$ cat src/rtl/kcl_pkg.sv
// ----------------------------------------------------------------------------
// kcl_pkg: keypad code lock shared definitions
// Field widths, reset values, register indexes and event/phase codes.
// ----------------------------------------------------------------------------
package kcl_pkg;

    localparam int KCL_CODE_LEN = 4;
    localparam int KEY_W        = 8;
    localparam int TIMER_W      = 16;
    localparam int FAIL_W       = 3;
    localparam int CNT_OUT_W    = 3;
    localparam int CFG_IDX_W    = 2;
    localparam int CFG_DATA_W   = 16;

    localparam logic [KEY_W-1:0]   RESET_KEY       = 8'h31;
    localparam logic [TIMER_W-1:0] DOOR_TICKS_RST  = 16'd2000;
    localparam logic [TIMER_W-1:0] LOCK_TICKS_RST  = 16'd5000;
    localparam logic [FAIL_W-1:0]  MAX_FAIL_RST    = 3'd4;

    localparam logic [CFG_IDX_W-1:0] CFG_DOOR_TICKS = 2'd0;
    localparam logic [CFG_IDX_W-1:0] CFG_LOCK_TICKS = 2'd1;
    localparam logic [CFG_IDX_W-1:0] CFG_MAX_FAIL   = 2'd2;

    localparam logic MODE_CHANGE = 1'b0;
    localparam logic MODE_ENTER  = 1'b1;

    typedef enum logic [1:0] {
        KIND_KEY  = 2'd0,
        KIND_TICK = 2'd1,
        KIND_MODE = 2'd2
    } t_kind;

    typedef enum logic [2:0] {
        PH_IDLE    = 3'd0,
        PH_OLD     = 3'd1,
        PH_NEW     = 3'd2,
        PH_UNLOCK  = 3'd3,
        PH_LOCKOUT = 3'd4
    } t_phase;

    typedef enum logic [2:0] {
        EV_NONE    = 3'd0,
        EV_DIGIT   = 3'd1,
        EV_RIGHT   = 3'd2,
        EV_WRONG   = 3'd3,
        EV_LOCKOUT = 3'd4,
        EV_CHANGED = 3'd5,
        EV_IGNORED = 3'd6
    } t_event;

endpackage

$ cat src/rtl/kcl_in_if.sv
// ----------------------------------------------------------------------------
// kcl_in_if: keypad code lock input channel
// Valid/ready channel carrying one key, tick or mode request.
// ----------------------------------------------------------------------------
interface kcl_in_if;

    logic                      valid;
    logic                      ready;
    kcl_pkg::t_kind            kind;
    logic [kcl_pkg::KEY_W-1:0] key_char;
    logic                      mode_choice;

    modport source (output valid, output kind, output key_char, output mode_choice,
                    input ready);
    modport sink   (input valid, input kind, input key_char, input mode_choice,
                    output ready);

endinterface

$ cat src/rtl/kcl_out_if.sv
// ----------------------------------------------------------------------------
// kcl_out_if: keypad code lock result channel
// Valid/ready channel carrying the lock status after each request.
// ----------------------------------------------------------------------------
interface kcl_out_if;

    logic                          valid;
    logic                          ready;
    logic                          door_open;
    kcl_pkg::t_event               event_res;
    kcl_pkg::t_phase               phase;
    logic [kcl_pkg::CNT_OUT_W-1:0] digits_entered;

    modport source (output valid, output door_open, output event_res, output phase,
                    output digits_entered, input ready);
    modport sink   (input valid, input door_open, input event_res, input phase,
                    input digits_entered, output ready);

endinterface

$ cat src/rtl/keypad_code_lock_controller_top.sv
// ----------------------------------------------------------------------------
// keypad_code_lock_controller_top: four-key code lock controller
// Collects key presses, changes the stored code, opens the door on a
// correct code and locks out keys after repeated wrong codes.
// ----------------------------------------------------------------------------
// Usage:
//   i_req carries one request per handshake: a key press, a 1 ms tick or a
//   mode selection. o_res returns exactly one result per request: door
//   drive, event code, phase and digit count after that request.
//   Configuration (door time, lockout time, failure limit) is written on
//   i_cfg_we/i_cfg_idx/i_cfg_wdata; the user must write it only while no
//   request is in flight, as the block itself does not enforce this.
//   An accepted request is captured in the input register, then passes
//   through the update logic into the result register.
//   Throughput: one request per cycle while o_res is not stalled; the code
//   compare and timer updates are done in the single update stage.
//   Reset: phase idle, counts and timers zero, stored code all '1',
//   configuration registers at their default values.
//   Stall: when o_res.ready is low the result register holds; one more
//   request is held in the input register, then i_req.ready drops.
// ----------------------------------------------------------------------------
module keypad_code_lock_controller_top #(
    parameter int CODE_LEN = kcl_pkg::KCL_CODE_LEN
) (
    input  logic                               i_clk,
    input  logic                               i_rst_n,
    input  logic                               i_cfg_we,
    input  logic [kcl_pkg::CFG_IDX_W-1:0]      i_cfg_idx,
    input  logic [kcl_pkg::CFG_DATA_W-1:0]     i_cfg_wdata,
    kcl_in_if.sink                             i_req,
    kcl_out_if.source                          o_res
);

    import kcl_pkg::*;

    localparam int CNT_W = (CODE_LEN > 1) ? $clog2(CODE_LEN) : 1;

    // configuration
    logic [TIMER_W-1:0] r_door_ticks;
    logic [TIMER_W-1:0] r_lock_ticks;
    logic [FAIL_W-1:0]  r_max_fail;

    // input stage
    logic               r_in_valid;
    t_kind              r_in_kind;
    logic [KEY_W-1:0]   r_in_key;
    logic               r_in_mode;

    // lock state
    t_phase             r_phase,    n_phase;
    logic [CNT_W-1:0]   r_cnt,      n_cnt;
    logic [KEY_W-1:0]   r_entry     [CODE_LEN];
    logic [KEY_W-1:0]   n_entry     [CODE_LEN];
    logic [KEY_W-1:0]   r_stored    [CODE_LEN];
    logic [KEY_W-1:0]   n_stored    [CODE_LEN];
    logic [FAIL_W-1:0]  r_fail,     n_fail;
    logic [TIMER_W-1:0] r_lock_tmr, n_lock_tmr;
    logic [TIMER_W-1:0] r_door_tmr, n_door_tmr;
    t_event             n_event;

    // result stage
    logic                 r_out_valid;
    logic                 r_out_door;
    t_event               r_out_event;
    t_phase               r_out_phase;
    logic [CNT_OUT_W-1:0] r_out_cnt;

    logic               w_out_free;
    logic               w_fire;
    logic               w_take_in;
    logic               w_last;
    logic               w_match;
    logic [FAIL_W-1:0]  w_fail_inc;
    logic [31:0]        w_cnt_ext;
    logic [KEY_W-1:0]   w_full [CODE_LEN];

    assign w_out_free  = !r_out_valid || o_res.ready;
    assign w_fire      = r_in_valid && w_out_free;
    assign i_req.ready = !r_in_valid || w_out_free;
    assign w_take_in   = i_req.valid && i_req.ready;

    assign w_last     = (r_cnt == CNT_W'(CODE_LEN - 1));
    assign w_fail_inc = r_fail + FAIL_W'(1);
    assign w_cnt_ext  = 32'(n_cnt);

    // entry with the current key as the last digit
    always_comb begin
        w_match = 1'b1;
        for (int i = 0; i < CODE_LEN; i++) begin
            w_full[i] = (i == CODE_LEN - 1) ? r_in_key : r_entry[i];
            if (w_full[i] != r_stored[i]) begin
                w_match = 1'b0;
            end
        end
    end

    always_comb begin
        n_phase    = r_phase;
        n_cnt      = r_cnt;
        n_entry    = r_entry;
        n_stored   = r_stored;
        n_fail     = r_fail;
        n_lock_tmr = r_lock_tmr;
        n_door_tmr = r_door_tmr;
        n_event    = EV_IGNORED;
        case (r_in_kind)
            KIND_KEY: begin
                if (r_phase == PH_OLD || r_phase == PH_NEW || r_phase == PH_UNLOCK) begin
                    n_entry[r_cnt] = r_in_key;
                    if (!w_last) begin
                        n_cnt   = r_cnt + CNT_W'(1);
                        n_event = EV_DIGIT;
                    end else begin
                        n_cnt = '0;
                        case (r_phase)
                            PH_OLD: begin
                                if (w_match) begin
                                    n_phase = PH_NEW;
                                    n_event = EV_RIGHT;
                                end else begin
                                    n_event = EV_WRONG;
                                end
                            end
                            PH_NEW: begin
                                n_stored = w_full;
                                n_phase  = PH_IDLE;
                                n_event  = EV_CHANGED;
                            end
                            default: begin
                                if (w_match) begin
                                    n_door_tmr = r_door_ticks;
                                    n_fail     = '0;
                                    n_phase    = PH_IDLE;
                                    n_event    = EV_RIGHT;
                                end else if (w_fail_inc >= r_max_fail) begin
                                    n_fail     = '0;
                                    n_lock_tmr = r_lock_ticks;
                                    n_phase    = PH_LOCKOUT;
                                    n_event    = EV_LOCKOUT;
                                end else begin
                                    n_fail  = w_fail_inc;
                                    n_event = EV_WRONG;
                                end
                            end
                        endcase
                    end
                end
            end
            KIND_TICK: begin
                n_event = EV_NONE;
                if (r_door_tmr != '0) begin
                    n_door_tmr = r_door_tmr - TIMER_W'(1);
                end
                if (r_phase == PH_LOCKOUT) begin
                    if (r_lock_tmr > TIMER_W'(1)) begin
                        n_lock_tmr = r_lock_tmr - TIMER_W'(1);
                    end else begin
                        n_lock_tmr = '0;
                        n_phase    = PH_UNLOCK;
                        n_cnt      = '0;
                    end
                end
            end
            KIND_MODE: begin
                if (r_phase == PH_IDLE) begin
                    n_phase = (r_in_mode == MODE_ENTER) ? PH_UNLOCK : PH_OLD;
                    n_cnt   = '0;
                    n_event = EV_NONE;
                end
            end
            default: ;
        endcase
    end

    always_ff @(posedge i_clk) begin
        if (!i_rst_n) begin
            r_door_ticks <= DOOR_TICKS_RST;
            r_lock_ticks <= LOCK_TICKS_RST;
            r_max_fail   <= MAX_FAIL_RST;
            r_in_valid   <= 1'b0;
            r_out_valid  <= 1'b0;
            r_phase      <= PH_IDLE;
            r_cnt        <= '0;
            r_fail       <= '0;
            r_lock_tmr   <= '0;
            r_door_tmr   <= '0;
            for (int i = 0; i < CODE_LEN; i++) begin
                r_stored[i] <= RESET_KEY;
            end
        end else begin
            if (i_cfg_we) begin
                case (i_cfg_idx)
                    CFG_DOOR_TICKS: r_door_ticks <= i_cfg_wdata[TIMER_W-1:0];
                    CFG_LOCK_TICKS: r_lock_ticks <= i_cfg_wdata[TIMER_W-1:0];
                    CFG_MAX_FAIL:   r_max_fail   <= i_cfg_wdata[FAIL_W-1:0];
                    default: ;
                endcase
            end

            if (i_req.ready) begin
                r_in_valid <= i_req.valid;
            end
            if (w_take_in) begin
                r_in_kind <= i_req.kind;
                r_in_key  <= i_req.key_char;
                r_in_mode <= i_req.mode_choice;
            end

            if (w_out_free) begin
                r_out_valid <= r_in_valid;
            end
            if (w_fire) begin
                r_phase     <= n_phase;
                r_cnt       <= n_cnt;
                r_entry     <= n_entry;
                r_stored    <= n_stored;
                r_fail      <= n_fail;
                r_lock_tmr  <= n_lock_tmr;
                r_door_tmr  <= n_door_tmr;
                r_out_door  <= (n_door_tmr != '0);
                r_out_event <= n_event;
                r_out_phase <= n_phase;
                r_out_cnt   <= w_cnt_ext[CNT_OUT_W-1:0];
            end
        end
    end

    assign o_res.valid          = r_out_valid;
    assign o_res.door_open      = r_out_door;
    assign o_res.event_res      = r_out_event;
    assign o_res.phase          = r_out_phase;
    assign o_res.digits_entered = r_out_cnt;

    a_cnt_range: assert property (@(posedge i_clk) disable iff (!i_rst_n)
        32'(r_cnt) < CODE_LEN)
        else $error("digit count out of range");

    a_lockout_fail_clear: assert property (@(posedge i_clk) disable iff (!i_rst_n)
        r_phase == PH_LOCKOUT |-> r_fail == '0)
        else $error("failure count not cleared in lockout");

    a_no_entry_cnt: assert property (@(posedge i_clk) disable iff (!i_rst_n)
        (r_phase == PH_IDLE || r_phase == PH_LOCKOUT) |-> r_cnt == '0)
        else $error("digits counted outside an entry phase");

    a_lockout_result: assert property (@(posedge i_clk) disable iff (!i_rst_n)
        (r_out_valid && r_out_event == EV_LOCKOUT) |->
            (r_out_phase == PH_LOCKOUT && r_out_cnt == '0))
        else $error("lockout event without lockout phase");

    a_fire_result: assert property (@(posedge i_clk) disable iff (!i_rst_n)
        w_fire |=> r_out_valid)
        else $error("processed request produced no result");

endmodule
$ cat src/flat_wrapper.sv
// flat-port wrapper written by rule: the top's interface ports become plain ports
module keypad_code_lock_controller_top_flat import kcl_pkg::*;
#(
    parameter int CODE_LEN = kcl_pkg::KCL_CODE_LEN
)
  (i_clk, i_rst_n, i_cfg_we, i_cfg_idx, i_cfg_wdata, i_req_valid, i_req_kind, i_req_key_char, i_req_mode_choice, i_req_ready, o_res_valid, o_res_door_open, o_res_event_res, o_res_phase, o_res_digits_entered, o_res_ready);
  kcl_in_if i_req_i ();
  kcl_out_if o_res_i ();
  input  logic i_clk;
  input  logic i_rst_n;
  input  logic i_cfg_we;
  input  logic [kcl_pkg::CFG_IDX_W-1:0] i_cfg_idx;
  input  logic [kcl_pkg::CFG_DATA_W-1:0] i_cfg_wdata;
  input wire logic [$bits(i_req_i.valid)-1:0] i_req_valid;
  input wire logic [$bits(i_req_i.kind)-1:0] i_req_kind;
  input wire logic [$bits(i_req_i.key_char)-1:0] i_req_key_char;
  input wire logic [$bits(i_req_i.mode_choice)-1:0] i_req_mode_choice;
  output wire logic [$bits(i_req_i.ready)-1:0] i_req_ready;
  output wire logic [$bits(o_res_i.valid)-1:0] o_res_valid;
  output wire logic [$bits(o_res_i.door_open)-1:0] o_res_door_open;
  output wire logic [$bits(o_res_i.event_res)-1:0] o_res_event_res;
  output wire logic [$bits(o_res_i.phase)-1:0] o_res_phase;
  output wire logic [$bits(o_res_i.digits_entered)-1:0] o_res_digits_entered;
  input wire logic [$bits(o_res_i.ready)-1:0] o_res_ready;
  assign i_req_i.valid = i_req_valid;
  assign i_req_i.kind = i_req_kind;
  assign i_req_i.key_char = i_req_key_char;
  assign i_req_i.mode_choice = i_req_mode_choice;
  assign i_req_ready = i_req_i.ready;
  assign o_res_valid = o_res_i.valid;
  assign o_res_door_open = o_res_i.door_open;
  assign o_res_event_res = o_res_i.event_res;
  assign o_res_phase = o_res_i.phase;
  assign o_res_digits_entered = o_res_i.digits_entered;
  assign o_res_i.ready = o_res_ready;
  keypad_code_lock_controller_top #(.CODE_LEN(CODE_LEN)) u_core (.i_clk(i_clk), .i_rst_n(i_rst_n), .i_cfg_we(i_cfg_we), .i_cfg_idx(i_cfg_idx), .i_cfg_wdata(i_cfg_wdata), .i_req(i_req_i), .o_res(o_res_i));
endmodule
$ cat config.mk
export PLATFORM = sky130hd
export DESIGN_NAME = keypad_code_lock_controller_top_flat
export DESIGN_NICKNAME = d
export VERILOG_FILES = /design/src/rtl/kcl_pkg.sv /design/src/rtl/kcl_in_if.sv /design/src/rtl/kcl_out_if.sv /design/src/rtl/keypad_code_lock_controller_top.sv /design/src/flat_wrapper.sv
export SDC_FILE = /design/constraint.sdc
export NUM_CORES = 1
export LEC_CHECK = 0
export ABC_AREA = 1
export BUFFER_PORTS_ARGS = -buffer_cell sky130_fd_sc_hd__buf_2
export CAP_MARGIN = 20
export CORE_ASPECT_RATIO = 0.5
export CORE_MARGIN = 5
export CORE_UTILIZATION = 42
export DETAILED_ROUTE_END_ITERATION = 7
export PLACE_DENSITY_LB_ADDON = 0.12
export SYNTH_ARGS = -nofsm -noshare
export SYNTH_HDL_FRONTEND = slang
export SYNTH_SLANG_ARGS = --single-unit
$ cat constraint.sdc
create_clock -name i_clk -period 3.75 [get_ports i_clk]
set_input_delay 0.75 -clock i_clk [delete_from_list [all_inputs] [get_ports i_clk]]
set_output_delay 0.75 -clock i_clk [all_outputs]
set_load 0.02 [all_outputs]
Word level (Yosys, flattened, before mapping)
Cells that the tools add are included.
{"block": "word_totals", "wordCells": 127, "input_bits": 34, "output_inout_bits": 12, "regBits": 161}
{"block": "op_classes", "eq_ne": 19, "n_lt_le_gt_ge": 4, "addsub": 4, "bitwise_logic": 2, "reduce_logical": 25, "n_mux": 48}
{"cell": "$mux 16", "count": 12}
{"cell": "$pmux 16 s2", "count": 2}
{"cell": "$mux 3", "count": 15}
{"cell": "$bwmux 32", "count": 1}
{"cell": "$ne 8x8->1", "count": 4}
{"cell": "$reduce_bool 16->1", "count": 2}
{"cell": "$sub 16x1->16 const B", "count": 2}
{"cell": "$pmux 3 s3", "count": 2}
{"cell": "$demux 8 s2", "count": 1}
{"cell": "$gt 16x1->1 const B", "count": 1}
{"cell": "$mux 2", "count": 6}
{"cell": "$pmux 3 s2", "count": 2}
{"cell": "$reduce_and 2->1", "count": 5}
{"cell": "$reduce_and 5->1", "count": 2}
{"cell": "$mux 8", "count": 1}
{"cell": "$ne 2x1->1 const B", "count": 4}
{"cell": "$reduce_and 8->1", "count": 1}
{"cell": "$eq 2x2->1 const B", "count": 3}
{"cell": "$eq 3x2->1 const B", "count": 2}
{"cell": "$pmux 2 s3", "count": 1}
{"cell": "$mux 1", "count": 5}
{"cell": "$eq 2x1->1 const B", "count": 2}
{"cell": "$logic_not 2->1", "count": 2}
{"cell": "$logic_or 1x1->1", "count": 4}
{"cell": "other kinds (16)", "count": 20}

Longest topological paths before layout
Gate-level depths: netlist of run 1.
{"block": "logic_depth", "depth_word": 11, "ltp_mapped": 16, "ltp_nobuf": 16}

Worst setup path before layout of run 1
Ideal clock, no wire load.
{"block": "synth_timing", "kind": "input -> register", "start": "input i_rst_n", "end": "register u_core.r_entry[10] in the netlist's numbering, enable pin", "setup_slack_ns": 1.215, "t_required_ns": 3.379, "cell_stages": 5, "arrival_time_ns": 2.164, "cell_sequence": "clkbuf_1 -> inv_1 -> nor2_1 -> nand2_1 -> nor2_1"}
{"block": "synth_via", "elab_chain_cells": 1}
{"element": "from (decl)", "line": "flat_wrapper.sv:10", "rtl": "input logic i_rst_n;"}
{"element": "$reduce_and 4->1 (no line)"}
{"element": "to (signal assigned)", "line": "keypad_code_lock_controller_top.sv:215", "rtl": "r_entry <= n_entry;"}
{"element": "to (decl)", "line": "keypad_code_lock_controller_top.sv:52", "rtl": "logic [KEY_W-1:0] r_entry [CODE_LEN];"}
No other way between the ends.
A chain may end at the register's enable or synchronous reset.

Worst setup path after layout of run 1
{"block": "layout_timing", "start": "register u_core.r_in_key[2]", "end": "register u_core.r_lock_tmr[15]"}
{"block": "layout_via", "elab_chain_cells": 4}
{"element": "from (decl)", "line": "keypad_code_lock_controller_top.sv:46", "rtl": "logic [KEY_W-1:0] r_in_key;"}
{"element": "from (signal assigned)", "line": "keypad_code_lock_controller_top.sv:205", "rtl": "r_in_key <= i_req.key_char;"}
{"element": "$ne 8x8->1", "line": "keypad_code_lock_controller_top.sv:91", "rtl": "if (w_full[i] != r_stored[i]) begin"}
{"element": "$mux 1", "line": "keypad_code_lock_controller_top.sv:91"}
{"element": "$ne 2x2->1 (no line)"}
{"element": "$reduce_and 8->1 (no line)"}
{"element": "to (signal assigned)", "line": "keypad_code_lock_controller_top.sv:218", "rtl": "r_lock_tmr <= n_lock_tmr;"}
{"element": "to (decl)", "line": "keypad_code_lock_controller_top.sv:57", "rtl": "logic [TIMER_W-1:0] r_lock_tmr, n_lock_tmr;"}
No other way between the ends.

==> results of run 1 <==
## kinds of logic after synthesis
group / after synthesis
xor+xnor: 37
other cells: 1
buf+inv: 170
compound gates: 186
simple gates: 477
fa+ha+maj: 12
flops: 153
## sequential cells by signal, indices dropped and copies added (netlist names)
register,count
u_core.o_res.digits_entered,2
u_core.o_res.door_open,1
u_core.o_res.event_res,3
u_core.o_res.phase,3
u_core.o_res.valid,1
u_core.r_cnt,2
u_core.r_door_ticks,16
u_core.r_door_tmr,16
u_core.r_entry,24
u_core.r_fail,3
u_core.r_in_key,8
u_core.r_in_kind,2
u_core.r_in_mode,1
u_core.r_in_valid,1
u_core.r_lock_ticks,16
u_core.r_lock_tmr,16
u_core.r_max_fail,3
u_core.r_phase,3
u_core.r_stored,32
## per-stage QoR
stage,std cells,total power [W],utilization,hold slack (ns),setup slack (ns)
CTS,1326,0.004095,0.4804,0.4716,1.001
global route,1326,0.004239,0.4804,0.4684,0.6414
global placement,1294,0.002271,0.4466,0.4558,1.083
floorplan,1036,0.002136,-,0.4297,1.215
detailed placement,1294,0.002275,0.4466,0.4601,0.9849
finish,1326,0.004054,0.4804,0.4713,1.015
## per-layer routing
metal	global-route usage	vias to the layer above
met1	0.2463	3105
met4	0.06287	0
li1	-	3451
met3	0.03689	29
met2	0.3223	124
met5	0	-
## cells in the mapped netlist (all sizes together)
master / n
inv: 127
xor2: 13
a31oi: 3
a211oi: 3
clkbuf: 20
a21oi: 51
ha: 12
o22ai: 2
xnor2: 24
o211a: 1
clkinv: 3
dfxtp: 109
o31ai: 1
nand3: 63
or2: 1
nor2: 135
nand2: 237
nor3b: 2
a221oi: 1
o21ai: 105
o211ai: 16
nor4: 1
buf: 20
o21a: 1
nor3: 9
edfxtp: 44
a31o: 1
nand4: 29
o2111ai: 1
conb: 1
## worst paths after layout
check                         startpoint                      to  slack [ns]  cells past startpoint
setup / recovery      u_core.r_in_key[2]   u_core.r_lock_tmr[15]        1.01                     14
hold / removal    u_core.r_door_ticks[1]  u_core.r_door_ticks[1]        0.47                      2
hold reg to reg   u_core.r_door_ticks[1]  u_core.r_door_ticks[1]        0.47                      2
setup reg to reg      u_core.r_in_key[2]   u_core.r_lock_tmr[15]        1.01                     14
## critical path, cell delays in order, from the launching register on
cell and delay, ns:
edfxtp_1 0.50, inv_1 0.12, nand2_1 0.05, nand2_1 0.07, nand2_1 0.06, nor2_1 0.10, nand2_1 0.09, nor2_4 0.37
nand2_1 0.18, nand3_1 0.18, nand2_1 0.09, nand2_2 0.34, inv_1 0.22, o21ai_0 0.19, a21oi_1 0.06
## cell type report
cell class	count	area (um^2)	share of cell area
multi-input cells	713	3518	0.4020
flip-flops and latches	153	3503	0.4003
inverters	130	489.2	0.05590
clock buffers	17	425.4	0.04861
repair buffers	58	325.3	0.03717
well taps	240	300.3	0.03431
clock inverters	15	190.2	0.02173
## where the power goes
| group | switching [W] | internal, W | leakage (nW) |
|---|---|---|---|
| sequential | 0.0000376 | 0.00175 | 1.29 |
| clock | 0.000750 | 0.00106 | 0.292 |
| combinational | 0.000308 | 0.000152 | 2.42 |
| total | 0.00110 | 0.00296 | 4.00 |
==> impl_metrics.json, run 1 <==
{
  "clock-sinks": 153,
  "synthTopCellsByArea": "dfxtp_1 28%, edfxtp_1 17%, nand2_1 12%",
  "finalSetupViolCount": 0,
  "fin_crit_ns": 2.735,
  "end_kind": "flop",
  "wl_met1_um": 9432,
  "die_width_um": 201.5,
  "final_cell_mix": "236 x nand2_1, 130 x nor2_1, 121 x inv_1",
  "crit_type": "flop to flop",
  "path_clk_slew_ns": 0.06,
  "clock-root-buffer": "clkbuf_16",
  "cts_buffer_depth": 2,
  "cts_tree": "built",
  "postCtsHoldBufs": 0,
  "diodes": 0,
  "final_common_cell": "nand2_1",
  "synth_simple_gate_area_frac": 0.2642,
  "first_pass_iters": 6,
  "worstSetupStartpointType": "flop",
  "synthAdderAreaFrac": 0.01950,
  "drive_gt1_frac": 0.1022,
  "maxCapViolCount": 0,
  "ant_nets": 0,
  "start_util": 0.4227,
  "grt_pass1_wl_um": 32370,
  "synthMuxAreaShare": 0,
  "synth_top_family_by_area": "simple AND/OR/NAND/NOR gates",
  "synth_xor_area_frac": 0.04209,
  "dpl.hpwl_um": 13950,
  "clock.fmax_ghz": 0.3656,
  "ys_seq_area_frac": 0.4550,
  "area_growth_pct": 13.67,
  "power.leakage_nw": 3.999,
  "finalHoldViolCount": 0,
  "core_um2": 18220,
  "drc": 0,
  "routabilityCongestion": 0.8778,
  "drt_wl_total_um": 20130,
  "synth-seq-cells": 153,
  "fin_nets": 1119,
  "cts_setup_buffers": 0,
  "rows": 35,
  "grt_max_degree": 91,
  "tns_ns": 0,
  "syn_nets": 1082,
  "ys_types": 43,
  "cts_buffers": 17,
  "final_max_slew_viol_count": 0,
  "vias_per_cell": 5.060,
  "dpl_cell_area_um2": 8137,
  "overflow": 0,
  "crit_required_ns": 4.07,
  "die_height_um": 105.7,
  "yosys_warnings": 0,
  "n_fill_cell": 1800,
  "drt_iter0_drc": 361,
  "fin_crit_sh": 0.7294,
  "hp-class": "flop to flop",
  "num_vias": 6709,
  "grt.total_usage": 0.1904,
  "relSlewSlack": 0.3956,
  "post-synth-top-area-cell": "dfxtp_1",
  "final_area_um2": 8752,
  "fin_worst_skew_ns": 0.009878,
  "max-vdd-ir-drop_mv": 0.3113,
  "status": "finished clean",
  "grt_antenna_before_repair": 0,
  "clk_latency_ns": 0.43,
  "grt_pass1_vias": 6273,
  "port_buffers": 44,
  "worst_pin_slew_ns": 0.9066,
  "pin_count": 46,
  "synth.avg_cell_area_um2": 7.432,
  "rsz0062_at_grt": "false",
  "wl_per_cell_um": 15.18,
  "synthCells": 1036,
  "crit_arrival_ns": 3.05,
  "dieArea_um2": 21310,
  "highest_layer": "met4",
  "power_density_nw_per_um2": 463.2,
  "met3_wirelength_um": 823,
  "crit_fanout": 25,
  "synth_top_area_share": 0.2834,
  "synth_compound_gate_area_share": 0.1306,
  "netlist_area_um2": 7700,
  "cts_resized": 0,
  "wl_met2_um": 9487,
  "h-tree-depth": 4
}
Power figures use the tool's default switching activity.
==> inputs of run 2 (changes only) <==
==> constraint.sdc (replaced) <==
create_clock -name i_clk -period 2.7 [get_ports i_clk]
set_input_delay 0.54 -clock i_clk [delete_from_list [all_inputs] [get_ports i_clk]]
set_output_delay 0.54 -clock i_clk [all_outputs]
set_load 0.02 [all_outputs]
==> run 2 against run 1 <==
Against the previous run: count of clock-buffer cells in the layout did not move; first-iteration DRC count rose by 20%; die area did not move; largest power group unchanged.
==> impl_metrics.json, run 2 (synthesis gave the netlist of run 1 again) <==
{
  "dpl_cell_area_um2": 8227,
  "grt_pass1_vias": 6561,
  "crit_fanout": 8,
  "drc": 0,
  "drt_iter0_drc": 435,
  "final_max_slew_viol_count": 0,
  "start_util": 0.4227,
  "core_um2": 18220,
  "worst_pin_slew_ns": 0.7456,
  "die_height_um": 105.7,
  "power_density_nw_per_um2": 635.6,
  "whs_path_depth": 1,
  "crit_required_ns": 2.88,
  "r2r-start": "u_core.r_door_tmr[0]",
  "drt_wl_total_um": 20620,
  "end_kind": "flop",
  "final_cell_mix": "236 x nand2_1, 129 x nor2_1, 121 x inv_1",
  "clk_latency_ns": 0.43,
  "status": "finished clean",
  "reg2reg_slack_ns": 0.22,
  "area_growth_pct": 15.49,
  "grt.total_usage": 0.1951,
  "final_area_um2": 8892,
  "postCtsHoldBufs": 0,
  "port_buffers": 44,
  "startpoint": "u_core.r_door_tmr[0]",
  "crit_arrival_ns": 2.66,
  "drive_gt1_frac": 0.1188,
  "r2r_end": "u_core.o_res.door_open",
  "grt_pass1_wl_um": 33130,
  "die_width_um": 201.5,
  "rr_worst_depth": 13,
  "fin_ws_ns": 0.2220,
  "rows": 35,
  "fin_crit_ns": 2.478,
  "dieArea_um2": 21310,
  "holdCritStartpoint": "i_req_kind[1]",
  "finalSetupViolCount": 0,
  "clock-sinks": 153,
  "dpl.hpwl_um": 14640,
  "overflow": 0,
  "cts_buffers": 17,
  "diodes": 0,
  "wl_per_cell_um": 15.35,
  "fin_crit_sh": 0.9178,
  "worstSetupStartpointType": "flop",
  "grt_max_degree": 51,
  "max-vdd-ir-drop_mv": 0.4289,
  "largest-register": "u_core.r_stored",
  "rsz0062_at_grt": "false",
  "ant_nets": 0,
  "reg.largest.list": "u_core.r_stored (32), u_core.r_entry (24)",
  "clock.fmax_ghz": 0.4035,
  "finalHoldViolCount": 0,
  "fin_worst_skew_ns": 0.01098,
  "holdPathEnd": "u_core.r_in_kind[1]",
  "relSlewSlack": 0.5024,
  "whs_ns": 0.2872,
  "largest_reg_flops": 32,
  "dp_slack_ns": 0.1891,
  "pin_count": 46,
  "crit_type": "flop to flop",
  "cts_buffer_depth": 2,
  "path_clk_slew_ns": 0.07,
  "final_common_cell": "nand2_1",
  "h-tree-depth": 4,
  "tns_ns": 0,
  "total_power_w": 0.005652,
  "fin_nets": 1136,
  "maxCapViolCount": 0,
  "n_fill_cell": 1843,
  "hp-class": "primary input to flop",
  "power.leakage_nw": 4.078,
  "routabilityCongestion": 0.9315,
  "cts_tree": "built",
  "grt_antenna_before_repair": 0,
  "clock-root-buffer": "clkbuf_16",
  "num_vias": 6835,
  "vias_per_cell": 5.089,
  "first_pass_iters": 5
}
run 2: worst max path at each step:
stage                             end  slack (ns)  depth (start not counted)
6_report       u_core.o_res.door_open        0.22                         13
5_1_grt          u_core.r_lock_tmr[4]        0.04                         12
4_1_cts        u_core.o_res.door_open        0.16                         16
3_5_place_dp   u_core.o_res.door_open        0.19                         16
3_3_place_gp   u_core.o_res.door_open        0.18                         16
2_1_floorplan      u_core.r_entry[10]        0.37                          5
run 2: layer usage:
layer	up-vias	track usage	wire (um)
met5	-	0	0
met4	0	0.06481	360
met3	27	0.03904	815
met2	152	0.3272	9634
met1	3170	0.2540	9809
li1	3486	-	-
run 2: power breakdown:
| part | total, W | switching [W] | internal [W] |
|---|---|---|---|
| sequential | 0.00247 | 0.0000469 | 0.00243 |
| combinational | 0.000671 | 0.000440 | 0.000231 |
| clock | 0.00251 | 0.00103 | 0.00148 |
| total | 0.00565 | 0.00152 | 0.00413 |
run 2: area by class of cell:
type                    count  area, um^2  area share
well taps                 240       300.3     0.03377
multi-input cells         713        3526      0.3965
flip-flops and latches    153        3505      0.3941
inverters                 130       489.2     0.05502
repair buffers             75       456.7     0.05136
clock inverters            15       190.2     0.02139
clock buffers              17       425.4     0.04784
run 2: worst max-delay path, stage by stage, from the launching register on:
cell	delay, ns
dfxtp_2	0.37
inv_1	0.12
ha_1	0.25
nand2_1	0.07
nor2_1	0.05
nand3_2	0.16
nand4_1	0.28
buf_4	0.24
nor3_1	0.14
o21ai_0	0.14
nor2_1	0.14
nand2_1	0.06
nor2_1	0.14
nand2_1	0.07
run 2: what timing repair did:
action / 4_1_cts / 5_1_grt
gates resized for setup: 0 / 4
buffers inserted: 0 / 5
endpoints found under the setup margin: 0 / 9
run 2: stage by stage:
| stage | instances | utilization |
|---|---|---|
| after global routing | 1343 | 0.4881 |
| after floorplan | 1036 | - |
| after global placement | 1306 | 0.4516 |
| final | 1343 | 0.4881 |
| after CTS | 1338 | 0.4854 |
| after detailed placement | 1306 | 0.4516 |
